$ cat src/lcfs_pkg.sv
// lcfs_pkg: shared types and constants of the led chain frame serializer
`timescale 1ns / 1ps
package lcfs_pkg;

    localparam int BYTE_W = 8;
    localparam int KIND_W = 3;
    localparam int BRIGHT_W = 5;
    localparam int POS_W = 8;
    // step counter covers the start run and the longest end run (16 words)
    localparam int CNT_W = 5;
    localparam int START_BYTES = 4;
    localparam int QUEUE_DEPTH = 2;

    localparam logic [BYTE_W-1:0] HEADER_MARK = 8'hE0;
    localparam logic [BYTE_W-1:0] ZERO_BYTE = 8'h00;

    localparam logic [KIND_W-1:0] KIND_START = 3'd0;
    localparam logic [KIND_W-1:0] KIND_HEADER = 3'd1;
    localparam logic [KIND_W-1:0] KIND_BLUE = 3'd2;
    localparam logic [KIND_W-1:0] KIND_GREEN = 3'd3;
    localparam logic [KIND_W-1:0] KIND_RED = 3'd4;
    localparam logic [KIND_W-1:0] KIND_END = 3'd5;

    typedef struct packed {
        logic [BYTE_W-1:0] red;
        logic [BYTE_W-1:0] green;
        logic [BYTE_W-1:0] blue;
    } t_pixel;

    typedef struct packed {
        logic [BYTE_W-1:0] wire_byte;
        logic [KIND_W-1:0] byte_kind;
        logic              last_of_run;
    } t_word;

    // classified pixel handed from the front to the back
    typedef struct packed {
        t_pixel            pixel;
        logic [BYTE_W-1:0] header;
        logic              is_first;
        logic              is_last;
    } t_cmd;

    typedef enum logic [2:0] {
        PH_START,
        PH_HEADER,
        PH_BLUE,
        PH_GREEN,
        PH_RED,
        PH_END
    } t_phase;

endpackage

$ cat src/lcfs_front.sv
// lcfs_front: accepts pixels, tracks the frame position and builds commands
`timescale 1ns / 1ps
module lcfs_front #(
    parameter int LED_COUNT = 64
) (
    input  logic                           i_clk,
    input  logic                           i_rst_n,
    input  logic                           push,
    output logic                           full,
    input  lcfs_pkg::t_pixel               i_pixel,
    input  logic                           i_cfg_we,
    input  logic [lcfs_pkg::BRIGHT_W-1:0]  i_cfg_wdata,
    output logic                           o_cmd_push,
    output lcfs_pkg::t_cmd                 o_cmd,
    input  logic                           i_cmd_full
);

    logic [lcfs_pkg::POS_W-1:0]    r_pos;
    logic [lcfs_pkg::POS_W-1:0]    n_pos;
    logic [lcfs_pkg::BRIGHT_W-1:0] r_bright;
    logic                          w_accept;
    logic                          w_last;

    assign full     = i_cmd_full;
    assign w_accept = push && !i_cmd_full;
    // last pixel of the frame, also when the position ever runs past the chain
    assign w_last   = ({1'b0, r_pos} + 9'd1) >= 9'(LED_COUNT);
    assign n_pos    = w_last ? '0 : r_pos + 1'b1;

    always_comb begin
        o_cmd_push     = w_accept;
        o_cmd.pixel    = i_pixel;
        o_cmd.header   = lcfs_pkg::HEADER_MARK | {3'b000, r_bright};
        o_cmd.is_first = (r_pos == '0);
        o_cmd.is_last  = w_last;
    end

    always_ff @(posedge i_clk) begin
        if (!i_rst_n) begin
            r_pos    <= '0;
            r_bright <= '1;
        end else begin
            if (w_accept) begin
                r_pos <= n_pos;
            end
            if (i_cfg_we) begin
                r_bright <= i_cfg_wdata;
            end
        end
    end

    a_pos_in_chain: assert property (@(posedge i_clk) disable iff (!i_rst_n)
        {1'b0, r_pos} < 9'(LED_COUNT))
        else $error("pixel position ran past the chain");

    a_wrap_after_last: assert property (@(posedge i_clk) disable iff (!i_rst_n)
        w_accept && w_last |=> r_pos == '0)
        else $error("position did not wrap after the last pixel");

    a_first_after_wrap: assert property (@(posedge i_clk) disable iff (!i_rst_n)
        w_accept && !w_last |=> r_pos != '0)
        else $error("position wrapped before the last pixel");

endmodule

$ cat src/lcfs_cmd_fifo.sv
// lcfs_cmd_fifo: short command queue between front and back
`timescale 1ns / 1ps
module lcfs_cmd_fifo (
    input  logic           i_clk,
    input  logic           i_rst_n,
    input  logic           i_push,
    input  lcfs_pkg::t_cmd i_data,
    output logic           o_full,
    input  logic           i_pop,
    output lcfs_pkg::t_cmd o_data,
    output logic           o_empty
);

    localparam int PTR_W = $clog2(lcfs_pkg::QUEUE_DEPTH);

    lcfs_pkg::t_cmd   r_mem [lcfs_pkg::QUEUE_DEPTH];
    logic [PTR_W-1:0] r_wr_ptr;
    logic [PTR_W-1:0] r_rd_ptr;
    logic [PTR_W:0]   r_count;
    logic             w_do_push;
    logic             w_do_pop;

    assign o_full    = (r_count == (PTR_W+1)'(lcfs_pkg::QUEUE_DEPTH));
    assign o_empty   = (r_count == '0);
    assign w_do_push = i_push && !o_full;
    assign w_do_pop  = i_pop && !o_empty;
    assign o_data    = r_mem[r_rd_ptr];

    always_ff @(posedge i_clk) begin
        if (w_do_push) begin
            r_mem[r_wr_ptr] <= i_data;
        end
    end

    always_ff @(posedge i_clk) begin
        if (!i_rst_n) begin
            r_wr_ptr <= '0;
            r_rd_ptr <= '0;
            r_count  <= '0;
        end else begin
            if (w_do_push) begin
                r_wr_ptr <= r_wr_ptr + 1'b1;
            end
            if (w_do_pop) begin
                r_rd_ptr <= r_rd_ptr + 1'b1;
            end
            if (w_do_push && !w_do_pop) begin
                r_count <= r_count + 1'b1;
            end else if (w_do_pop && !w_do_push) begin
                r_count <= r_count - 1'b1;
            end
        end
    end

    a_count_bound: assert property (@(posedge i_clk) disable iff (!i_rst_n)
        r_count <= (PTR_W+1)'(lcfs_pkg::QUEUE_DEPTH))
        else $error("command queue count out of range");

    a_ptr_gap: assert property (@(posedge i_clk) disable iff (!i_rst_n)
        PTR_W'(r_wr_ptr - r_rd_ptr) == PTR_W'(r_count))
        else $error("command queue pointers disagree with count");

    a_push_grows: assert property (@(posedge i_clk) disable iff (!i_rst_n)
        w_do_push && !w_do_pop |=> !o_empty)
        else $error("queue empty after a lone push");

endmodule

$ cat src/lcfs_back.sv
// lcfs_back: expands one command into its run of wire words
`timescale 1ns / 1ps
module lcfs_back #(
    parameter int END_BYTES = 5
) (
    input  logic           i_clk,
    input  logic           i_rst_n,
    input  logic           i_cmd_valid,
    input  lcfs_pkg::t_cmd i_cmd,
    output logic           o_cmd_pop,
    output logic           empty,
    input  logic           pop,
    output lcfs_pkg::t_word o_word
);

    lcfs_pkg::t_phase            r_phase;
    lcfs_pkg::t_phase            n_phase;
    logic [lcfs_pkg::CNT_W-1:0]  r_cnt;
    logic [lcfs_pkg::CNT_W-1:0]  n_cnt;
    logic                        r_busy;
    logic                        n_busy;
    lcfs_pkg::t_cmd              r_cmd;
    lcfs_pkg::t_cmd              n_cmd;
    logic                        r_out_valid;
    lcfs_pkg::t_word             r_out;
    lcfs_pkg::t_word             w_word;
    logic                        w_load;
    logic                        w_done;
    logic                        w_take;

    assign empty  = !r_out_valid;
    assign o_word = r_out;
    assign w_load = r_busy && (!r_out_valid || pop);

    always_comb begin
        w_word.wire_byte = lcfs_pkg::ZERO_BYTE;
        w_word.byte_kind = lcfs_pkg::KIND_START;
        w_done           = 1'b0;
        n_phase          = r_phase;
        n_cnt            = r_cnt;
        unique case (r_phase)
            lcfs_pkg::PH_START: begin
                w_word.byte_kind = lcfs_pkg::KIND_START;
                n_cnt = r_cnt + 1'b1;
                if (r_cnt == lcfs_pkg::CNT_W'(lcfs_pkg::START_BYTES - 1)) begin
                    n_phase = lcfs_pkg::PH_HEADER;
                    n_cnt   = '0;
                end
            end
            lcfs_pkg::PH_HEADER: begin
                w_word.wire_byte = r_cmd.header;
                w_word.byte_kind = lcfs_pkg::KIND_HEADER;
                n_phase = lcfs_pkg::PH_BLUE;
            end
            lcfs_pkg::PH_BLUE: begin
                w_word.wire_byte = r_cmd.pixel.blue;
                w_word.byte_kind = lcfs_pkg::KIND_BLUE;
                n_phase = lcfs_pkg::PH_GREEN;
            end
            lcfs_pkg::PH_GREEN: begin
                w_word.wire_byte = r_cmd.pixel.green;
                w_word.byte_kind = lcfs_pkg::KIND_GREEN;
                n_phase = lcfs_pkg::PH_RED;
            end
            lcfs_pkg::PH_RED: begin
                w_word.wire_byte = r_cmd.pixel.red;
                w_word.byte_kind = lcfs_pkg::KIND_RED;
                w_done  = !r_cmd.is_last || (END_BYTES == 0);
                n_phase = lcfs_pkg::PH_END;
                n_cnt   = '0;
            end
            lcfs_pkg::PH_END: begin
                w_word.byte_kind = lcfs_pkg::KIND_END;
                w_done = (r_cnt == lcfs_pkg::CNT_W'(END_BYTES - 1));
                n_cnt  = r_cnt + 1'b1;
            end
            default: begin
                w_done = 1'b1;
            end
        endcase
        w_word.last_of_run = w_done;

        w_take = i_cmd_valid && (!r_busy || (w_load && w_done));
        n_busy = r_busy;
        n_cmd  = r_cmd;
        if (w_take) begin
            n_busy  = 1'b1;
            n_cmd   = i_cmd;
            n_phase = i_cmd.is_first ? lcfs_pkg::PH_START : lcfs_pkg::PH_HEADER;
            n_cnt   = '0;
        end else if (w_load && w_done) begin
            n_busy = 1'b0;
        end else if (!w_load) begin
            n_phase = r_phase;
            n_cnt   = r_cnt;
        end
        o_cmd_pop = w_take;
    end

    always_ff @(posedge i_clk) begin
        if (!i_rst_n) begin
            r_phase <= lcfs_pkg::PH_HEADER;
            r_cnt   <= '0;
            r_busy  <= 1'b0;
        end else begin
            r_phase <= n_phase;
            r_cnt   <= n_cnt;
            r_busy  <= n_busy;
        end
    end

    always_ff @(posedge i_clk) begin
        r_cmd <= n_cmd;
    end

    always_ff @(posedge i_clk) begin
        if (!i_rst_n) begin
            r_out_valid <= 1'b0;
        end else if (w_load) begin
            r_out_valid <= 1'b1;
        end else if (pop) begin
            r_out_valid <= 1'b0;
        end
    end

    always_ff @(posedge i_clk) begin
        if (w_load) begin
            r_out <= w_word;
        end
    end

    a_last_kind: assert property (@(posedge i_clk) disable iff (!i_rst_n)
        r_out_valid && r_out.last_of_run |->
            r_out.byte_kind == lcfs_pkg::KIND_RED || r_out.byte_kind == lcfs_pkg::KIND_END)
        else $error("run ended on a word that cannot end it");

    a_end_zero: assert property (@(posedge i_clk) disable iff (!i_rst_n)
        r_out_valid && (r_out.byte_kind == lcfs_pkg::KIND_END ||
            r_out.byte_kind == lcfs_pkg::KIND_START) |-> r_out.wire_byte == '0)
        else $error("start or end word not zero");

    a_end_only_last: assert property (@(posedge i_clk) disable iff (!i_rst_n)
        r_busy && r_phase == lcfs_pkg::PH_END |-> r_cmd.is_last)
        else $error("end run for a pixel that is not last");

    a_start_only_first: assert property (@(posedge i_clk) disable iff (!i_rst_n)
        r_busy && r_phase == lcfs_pkg::PH_START |->
            r_cmd.is_first && r_cnt < lcfs_pkg::CNT_W'(lcfs_pkg::START_BYTES))
        else $error("start run out of place");

endmodule

$ cat src/led_chain_frame_serializer.sv
// led_chain_frame_serializer: top level of the led chain frame serializer
`timescale 1ns / 1ps
// Turns one pixel (red, green, blue) per input word into the byte words of a
// two-wire LED strip frame for a chain of LED_COUNT LEDs. The first pixel of a
// frame brings four zero start words, every pixel brings a header word
// (0xE0 with the 5-bit global brightness) then blue, green and red, and the
// last pixel of the frame brings (LED_COUNT+14)/16 zero end words; the final
// word of each pixel's run carries last_of_run. Each word is meant to be
// shifted onto the data line MSB first. Timing: the back end emits one word
// per clock from its output register while pop is held high and commands
// wait in the queue; the front accepts a new pixel every cycle the two-entry
// command queue has room, also while words of earlier pixels wait. The
// brightness register resets to 31 and is sampled when a pixel is accepted.
module led_chain_frame_serializer #(
    parameter int LED_COUNT = 64
) (
    input  logic                          i_clk,
    input  logic                          i_rst_n,
    // pixel words in
    input  logic                          push,
    output logic                          full,
    input  lcfs_pkg::t_pixel              i_pixel,
    // result words out
    output logic                          empty,
    input  logic                          pop,
    output lcfs_pkg::t_word               o_word,
    // brightness register
    input  logic                          i_cfg_we,
    input  logic [lcfs_pkg::BRIGHT_W-1:0] i_cfg_wdata
);

    // number of zero words closing a frame
    localparam int END_BYTES = (LED_COUNT + 14) / 16;

    logic           w_cmd_push;
    lcfs_pkg::t_cmd w_cmd_in;
    logic           w_cmd_full;
    logic           w_cmd_pop;
    lcfs_pkg::t_cmd w_cmd_out;
    logic           w_cmd_empty;

    // front: position tracking and frame classification
    lcfs_front #(
        .LED_COUNT (LED_COUNT)
    ) u_front (
        .i_clk       (i_clk),
        .i_rst_n     (i_rst_n),
        .push        (push),
        .full        (full),
        .i_pixel     (i_pixel),
        .i_cfg_we    (i_cfg_we),
        .i_cfg_wdata (i_cfg_wdata),
        .o_cmd_push  (w_cmd_push),
        .o_cmd       (w_cmd_in),
        .i_cmd_full  (w_cmd_full)
    );

    // decoupling queue
    lcfs_cmd_fifo u_queue (
        .i_clk   (i_clk),
        .i_rst_n (i_rst_n),
        .i_push  (w_cmd_push),
        .i_data  (w_cmd_in),
        .o_full  (w_cmd_full),
        .i_pop   (w_cmd_pop),
        .o_data  (w_cmd_out),
        .o_empty (w_cmd_empty)
    );

    // back: word sequencer with output register
    lcfs_back #(
        .END_BYTES (END_BYTES)
    ) u_back (
        .i_clk       (i_clk),
        .i_rst_n     (i_rst_n),
        .i_cmd_valid (!w_cmd_empty),
        .i_cmd       (w_cmd_out),
        .o_cmd_pop   (w_cmd_pop),
        .empty       (empty),
        .pop         (pop),
        .o_word      (o_word)
    );

endmodule
$ cat config.mk
export PLATFORM = sky130hd
export DESIGN_NAME = led_chain_frame_serializer
export DESIGN_NICKNAME = d
export VERILOG_FILES = /design/src/lcfs_pkg.sv /design/src/lcfs_front.sv /design/src/lcfs_cmd_fifo.sv /design/src/lcfs_back.sv /design/src/led_chain_frame_serializer.sv
export SDC_FILE = /design/constraint.sdc
export NUM_CORES = 1
export LEC_CHECK = 0
export BUFFER_PORTS_ARGS = -buffer_cell sky130_fd_sc_hd__buf_2
export CAP_MARGIN = 0
export CORE_MARGIN = 5
export CORE_UTILIZATION = 53
export DETAILED_ROUTE_END_ITERATION = 8
export GPL_ROUTABILITY_DRIVEN = 0
export PLACE_DENSITY = 0.75
export SLEW_MARGIN = 25
export SYNTH_ARGS = -nofsm -noshare
export SYNTH_HDL_FRONTEND = slang
export SYNTH_SLANG_ARGS = --single-unit
$ cat constraint.sdc
create_clock -name i_clk -period 2.3 [get_ports i_clk]
set_input_delay 0.345 -clock i_clk [delete_from_list [all_inputs] [get_ports i_clk]]
set_output_delay 0.345 -clock i_clk [all_outputs]
set_load 0.1 [all_outputs]
**Word-level counts from Yosys, hierarchy flattened**

Memory sizes are Yosys's and may differ from the RTL's. A register that Yosys moved wholly into a read port is not among the register bits.
Index checks and enable logic that the tools add are counted.

- $add $sub $neg: 7
- Multiply operators: 0
- Div/mod/pow operators: 0
- Magnitude comparators: 1
- Eq/ne operators: 7
- Shifts and indexed selects: 0
- Multiplexer cells: 24
- Bitwise logic cells: 1
- Reductions and logical operators: 27

Operators by type and width:

| cell | number |
|---|---|
| 8-bit one-hot mux with 4 select lines | 1 |
| 3-bit one-hot mux with 5 select lines | 2 |
| 5-bit two-way mux | 3 |
| 5-bit one-hot mux with 3 select lines | 1 |
| 3-bit two-way mux | 4 |
| 8-bit by 1-bit adder with 9-bit output, second input constant | 1 |
| 9-bit by 7-bit greater-or-equal comparator with 1-bit output, second input constant | 1 |
| 1-bit two-way mux | 9 |
| 8-bit by 1-bit adder with 8-bit output, second input constant | 1 |
| 1-bit logical AND | 8 |
| 8-bit logical NOT | 1 |
| 8-bit two-way mux | 1 |
| 2-bit nonzero test | 4 |
| 1-bit logical NOT | 7 |
| 3-bit by 2-bit == test with 1-bit output, second input constant | 2 |
| 3-bit == test, second input constant | 2 |
| 5-bit by 1-bit adder with 5-bit output, second input constant | 1 |
| 5-bit by 2-bit == test with 1-bit output, second input constant | 1 |
| 2-bit two-way mux | 2 |
| 4-bit OR reduction | 1 |
| 3-bit by 1-bit == test with 1-bit output, second input constant | 1 |
| 3-bit logical NOT | 1 |
| 1-bit one-hot mux with 3 select lines | 1 |
| 3-bit nonzero test | 1 |
| 8 further kinds | 10 |

- Bits in registers: 72
- Latch bits: 0
- Bits in writable memories: 62
- Memory bits (read-only): 0
- Bits of input ports: 34
- Output and inout port bits: 14
- Memories kept: 1

Memory list:

| memory | words | width | read ports | clocked after Yosys merged registers in | wr ports | RTL line | source |
|---|---|---|---|---|---|---|---|
| u_queue.r_mem | 2 | 31 | 1 | 1 | 1 | lcfs_cmd_fifo.sv:16 | `lcfs_pkg::t_cmd r_mem [lcfs_pkg::QUEUE_DEPTH];` |

**Logic depth before layout (Yosys ltp)**

- Depth in word-level cells: 10
- Mapped depth: 8
- Depth with buffers taken out: 8

**By module**

Synthesis repeated with hierarchy kept, for this count alone.

- Cells, all modules: 391
- Area, all modules: 5838.1 µm²

By module, submodules not included:

| module | times used | cells an instance | area each (µm²) | sequential area each (µm²) |
|---|---|---|---|---|
| lcfs_cmd_fifo | 1 | 131 | 2686.3 | 2142.1 |
| lcfs_back | 1 | 157 | 2284.7 | 1551.5 |
| lcfs_front | 1 | 102 | 863.3 | 260.2 |
| led_chain_frame_serializer | 1 | 1 | 3.8 | 0.0 |

**Worst setup path after synthesis**

Ideal clock, no wire load.

- Path kind: reg-to-reg
- From: register u_queue.r_count[0]
- To: memory u_queue.r_mem[0][0] (netlist bit), enable pin
- Arrival: 1.981 ns
- Slack: -0.100 ns
- Cell stages (with the launch flop): 4
- Clock period less this slack: 2.400 ns
- Cells stage by stage: dfxtp_1 nand2b_1 nand2_1 nor2_1

- Longest elaborated chain between the ends: 6

Ends and longest elaborated chain:

| item | RTL line | source |
|---|---|---|
| from (decl) | lcfs_cmd_fifo.sv:19 | `logic [PTR_W:0] r_count;` |
| from (signal assigned) | lcfs_cmd_fifo.sv:48 | `r_count <= r_count + 1'b1;` |
| from (signal assigned) | lcfs_cmd_fifo.sv:50 | `r_count <= r_count - 1'b1;` |
| 2-bit == test (*) | lcfs_cmd_fifo.sv:23 | `assign o_full = (r_count == (PTR_W+1)'(lcfs_pkg::QUEUE_DEPTH));` |
| 1-bit logical NOT (*) | lcfs_front.sv:25, lcfs_cmd_fifo.sv:25 |  |
| 1-bit logical AND | lcfs_front.sv:25 | `assign w_accept = push && !i_cmd_full;` |
| 1-bit logical AND (*) | lcfs_cmd_fifo.sv:25 | `assign w_do_push = i_push && !o_full;` |
| 1-bit two-way mux (*) | lcfs_cmd_fifo.sv:30 | `if (w_do_push) begin` |
| 1-bit two-way mux (not written as such) (*) | lcfs_cmd_fifo.sv:31 | `r_mem[r_wr_ptr] <= i_data;` |
| to (decl) | lcfs_cmd_fifo.sv:16 |  |

Every way passes the cells marked *; elsewhere a longest branch is shown, timed or not.

**Final worst setup path**

- From: register u_back.r_cnt[0] (netlist bit)
- To: register u_queue.r_count[1]

- Longest elaborated chain between the ends: 9
- Elaborated cells on any way between the ends: 11

Ends and longest elaborated chain:

| item | RTL line | source |
|---|---|---|
| from (decl) | lcfs_back.sv:18 | `logic [lcfs_pkg::CNT_W-1:0] r_cnt;` |
| from (signal assigned) | lcfs_back.sv:107 | `r_cnt <= n_cnt;` |
| 5-bit by 2-bit == test with 1-bit output (*) | lcfs_back.sv:74 | `w_done = (r_cnt == lcfs_pkg::CNT_W'(END_BYTES - 1));` |
| 1-bit one-hot mux with 3 select lines (*) | lcfs_back.sv:41 | `unique case (r_phase)` |
| 1-bit logical AND (*) | lcfs_back.sv:83 | `w_take = i_cmd_valid && (!r_busy \|\| (w_load && w_done));` |
| 1-bit logical OR (*) | lcfs_back.sv:83 |  |
| 1-bit logical AND (*) | lcfs_back.sv:83 |  |
| 1-bit logical AND (*) | lcfs_cmd_fifo.sv:26 | `assign w_do_pop = i_pop && !o_empty;` |
| 1-bit logical NOT | lcfs_cmd_fifo.sv:47 | `if (w_do_push && !w_do_pop) begin` |
| 1-bit logical AND | lcfs_cmd_fifo.sv:47 |  |
| 2-bit two-way mux or 2-bit nonzero test (tied branches) | - |  |

Marked as above.
A chain may end at the register's enable or synchronous reset.

==> flow_metrics.py <==
metrics = {
    "run_status": {
        "status": "finished clean",
    },
    "yosys": {
        "yosysTopAreaCell": "edfxtp_1",
        "synth_seq_area_share": 0.724,
        "synth_top_area_frac": 0.614,
        "async_flop_share": 0,
        "yosys_register_bits": 132,
        "synth.area.top_cells": "edfxtp_1, dfxtp_1, mux2_2",
        "synth.distinct_cells": 50,
        "synth_nets": 373,
        "synth_area_per_cell_um2": 15.2,
        "yosys_most_used_dff": "edfxtp_1",
        "syn_area_um2": 5090,
        "syn_inst": 335,
        "synth_edf_count": 104,
        "yosys_warnings": 0,
    },
    "place": {
        "dpl_cell_area_um2": 5530,
        "place_ws_ns": 0.141,
        "placed_cells": 510,
        "dp_hpwl_mm": 5.61,
        "port_buffers": 47,
    },
    "grt": {
        "grt_max_degree": 32,
        "first_global_vias": 3054,
        "grt_antenna_before_repair": 0,
        "grt_pass1_wl_mm": 14.8,
        "grt_overflow": 0,
        "gr-usage-all-layers": 0.169,
    },
    "sta": {
        "tightest_slew_ns": 0.512,
        "slew_viol_final": 0,
        "min_period_ns": 2.16,
        "post-route-period-util": 0.939,
        "layout_setup_ws_ns": 0.141,
        "whs_ns": 0.0231,
        "skew_ns": 0.00795,
        "relSlewSlack": 0.657,
        "finalSetupTns_ns": 0,
        "final_hold_viol_count": 0,
        "fmax_mhz": 463,
        "finalSetupViolCount": 0,
    },
    "cells_and_area": {
        "nets": 451,
        "num_antenna_cells": 0,
        "final_util": 0.675,
        "stdcell_count": 555,
        "drive_above_1_share": 0.310,
        "area_growth_pct": 23.1,
        "final_cell_area_um2": 6270,
    },
    "worst_setup_path": {
        "critPathMaxStageDelay_ns": 0.38,
        "reg2reg_depth": 7,
        "crit_required_ns": 2.74,
        "cp_max_fo": 4,
        "crit_chain": "ha_2, nor4b_4, and4_4, o31ai_2, ha_1, or3_1, a21oi_1",
        "start_kind": "register",
        "timing.rr.start": "u_back.r_cnt[0]",
        "r2r_end": "u_queue.r_count[1]",
        "crit_arrival_ns": 2.60,
        "crit_buf_inv": 0,
        "worstSetupEndpointType": "register",
        "cp_top_family": "simple AND/OR/NAND/NOR gates",
        "rrSetupSlack_ns": 0.14,
        "critical_path_class": "register to register",
        "slowest_stage": "dfxtp_1",
    },
    "clock_network": {
        "post_cts_buffers": 0,
        "root_buffer": "clkbuf_8",
        "cts_buffers": 17,
        "cts.reportedPaths.clkPinSlew_ns": 0.06,
        "cts_tree": "done",
        "cts_max_level": 4,
        "clock-sinks": 132,
        "clockBufferDepth": 2,
        "clk_latency_ns": 0.51,
    },
    "drt": {
        "final_antenna_net_count": 0,
        "post-route-drc-count": 0,
        "firstDrtPassIters": 4,
        "routed_via_density": 5.33,
        "via_count": 2959,
        "initialDrtViolationCount": 192,
        "wirelength_mm": 9.19,
        "routedWlPerCell_um": 16.5,
    },
    "worst_hold_path": {
        "whs_endpoint": "u_queue.r_mem[0][27]",
        "hold_depth": 1,
        "holdCritPathClass": "input port to register",
        "holdCritStartpoint": "i_pixel[20]",
    },
    "power": {
        "p_seq_frac": 0.419,
        "comb_power_share": 0.259,
        "p_leak_nw": 2.30,
        "switching_share": 0.337,
        "power_mw": 8.34,
        "vdd_drop_max_mv": 0.979,
        "netSwitchingPower_mw": 2.81,
        "clkPwrFrac": 0.323,
        "power_density_nw_per_um2": 1330,
        "p_int_mw": 5.53,
    },
    "floorplan": {
        "die_x_um": 108,
        "die_area_um2": 11700,
        "ioPinCount": 48,
        "fp.dieH_um": 108,
        "start_util": 0.548,
        "coreArea_um2": 9280,
        "rows": 35,
    },
    "job": {
        "drv_cap": 0,
    },
}
## power groups by stage
| stage | clock network [mW] | logic, mW | registers [mW] |
|---|---|---|---|
| floorplan | 0 | 1.11 | 4.01 |
| global placement | 0 | 2.09 | 3.52 |
| detailed placement | 0 | 2.13 | 3.54 |
| CTS | 2.74 | 2.16 | 3.49 |
| global route | 2.85 | 2.32 | 3.54 |
| finish | 2.69 | 2.16 | 3.49 |
## worst max path at each step
| stage | from | to | slack (ns) | cells after the start |
|---|---|---|---|---|
| 6_report | u_back.r_cnt[0] | u_queue.r_count[1] | 0.14 | 7 |
| 5_1_grt | u_back.r_cnt[0] | u_queue.r_count[1] | -0.0009 | 7 |
| 4_1_cts | u_back.r_cnt[0] | u_queue.r_count[1] | 0.12 | 7 |
| 3_5_place_dp | u_back.r_cnt[0] | u_queue.r_count[1] | 0.14 | 7 |
| 3_3_place_gp | u_back.r_cnt[0] | u_queue.r_count[1] | 0.23 | 7 |
| 2_1_floorplan | u_back.r_cnt[0] | u_back.r_cmd[0] | 0.12 | 5 |
## state kept, by name, summed over array words and instances (netlist names), named ones only
register and count:
u_front.r_pos 8, u_queue.r_mem 62, u_back.r_phase 3, u_queue.r_wr_ptr 1
u_front.r_bright 5, u_queue.r_count 2, u_back.r_cmd 30, u_back.r_busy 1
u_queue.r_rd_ptr 1, u_back.o_word 12, u_back.r_cnt 5, u_back.r_out_valid 1
## cells in the mapped netlist (4+ instances only)
master    number
mux2_2        30
edfxtp_1     104
inv_1         10
nor2_1        23
and3_1         6
mux2i_1       11
nand2_1       18
clkbuf_1       5
dfxtp_1       28
nand2b_1       4
nand3_1        9
o21ai_0        7
a22oi_1        6
o22ai_1        5
a21oi_1       14
buf_1          4
xor2_1         7
ha_1           4
## worst reg2reg max path, cell delays in order (launching register included)
cell and delay, ns:
dfxtp_1 0.38, ha_2 0.23, nor4b_4 0.30, and4_4 0.28, o31ai_2 0.07, ha_1 0.32, or3_1 0.37, a21oi_1 0.14
## area by class of cell
class | count | area, um^2
fillers | 644 | 3020
flip-flops and latches | 132 | 3680
clock inverters | 15 | 186
well taps | 129 | 161
repair buffers | 70 | 453
clock buffers | 17 | 414
inverters | 11 | 41.3
multi-input cells | 181 | 1330
## cell usage in the layout, fill, tap and decap left out, drive strengths merged, types with 11 or more instances in the layout
| cell | n |
|---|---|
| edfxtp | 104 |
| clkbuf | 17 |
| nand2 | 18 |
| dfxtp | 28 |
| a21oi | 15 |
| mux2 | 30 |
| inv | 18 |
| dlygate4sd3 | 13 |
| buf | 57 |
| nor2 | 23 |
| mux2i | 11 |
## kinds of logic after synthesis
logic type                 after synthesis  synth area share
DFF                                    132             0.724
and+or+nand+nor                         81            0.0841
AOI/OAI and AO/OA                       47            0.0637
muxes                                   41            0.0880
buffers and inverters                   22            0.0167
xor gates and xnor gates                 8            0.0138
adders and majority gates                4           0.00984
## layer usage
metal,up-vias,global-route usage,wire length [um]
met5,-,0,0
met4,0,0.0694,110
met3,8,0.0496,473
met2,77,0.282,4670
met1,1450,0.208,3930
li1,1424,-,-
## repair_timing
action | in CTS | in global routing
hold endpoints to repair | 18 | 7
resized for setup | 0 | 2
hold buffers | 9 | 4
setup endpoints to repair | 0 | 1
Note: power is estimated with default switching activity, not from simulation.
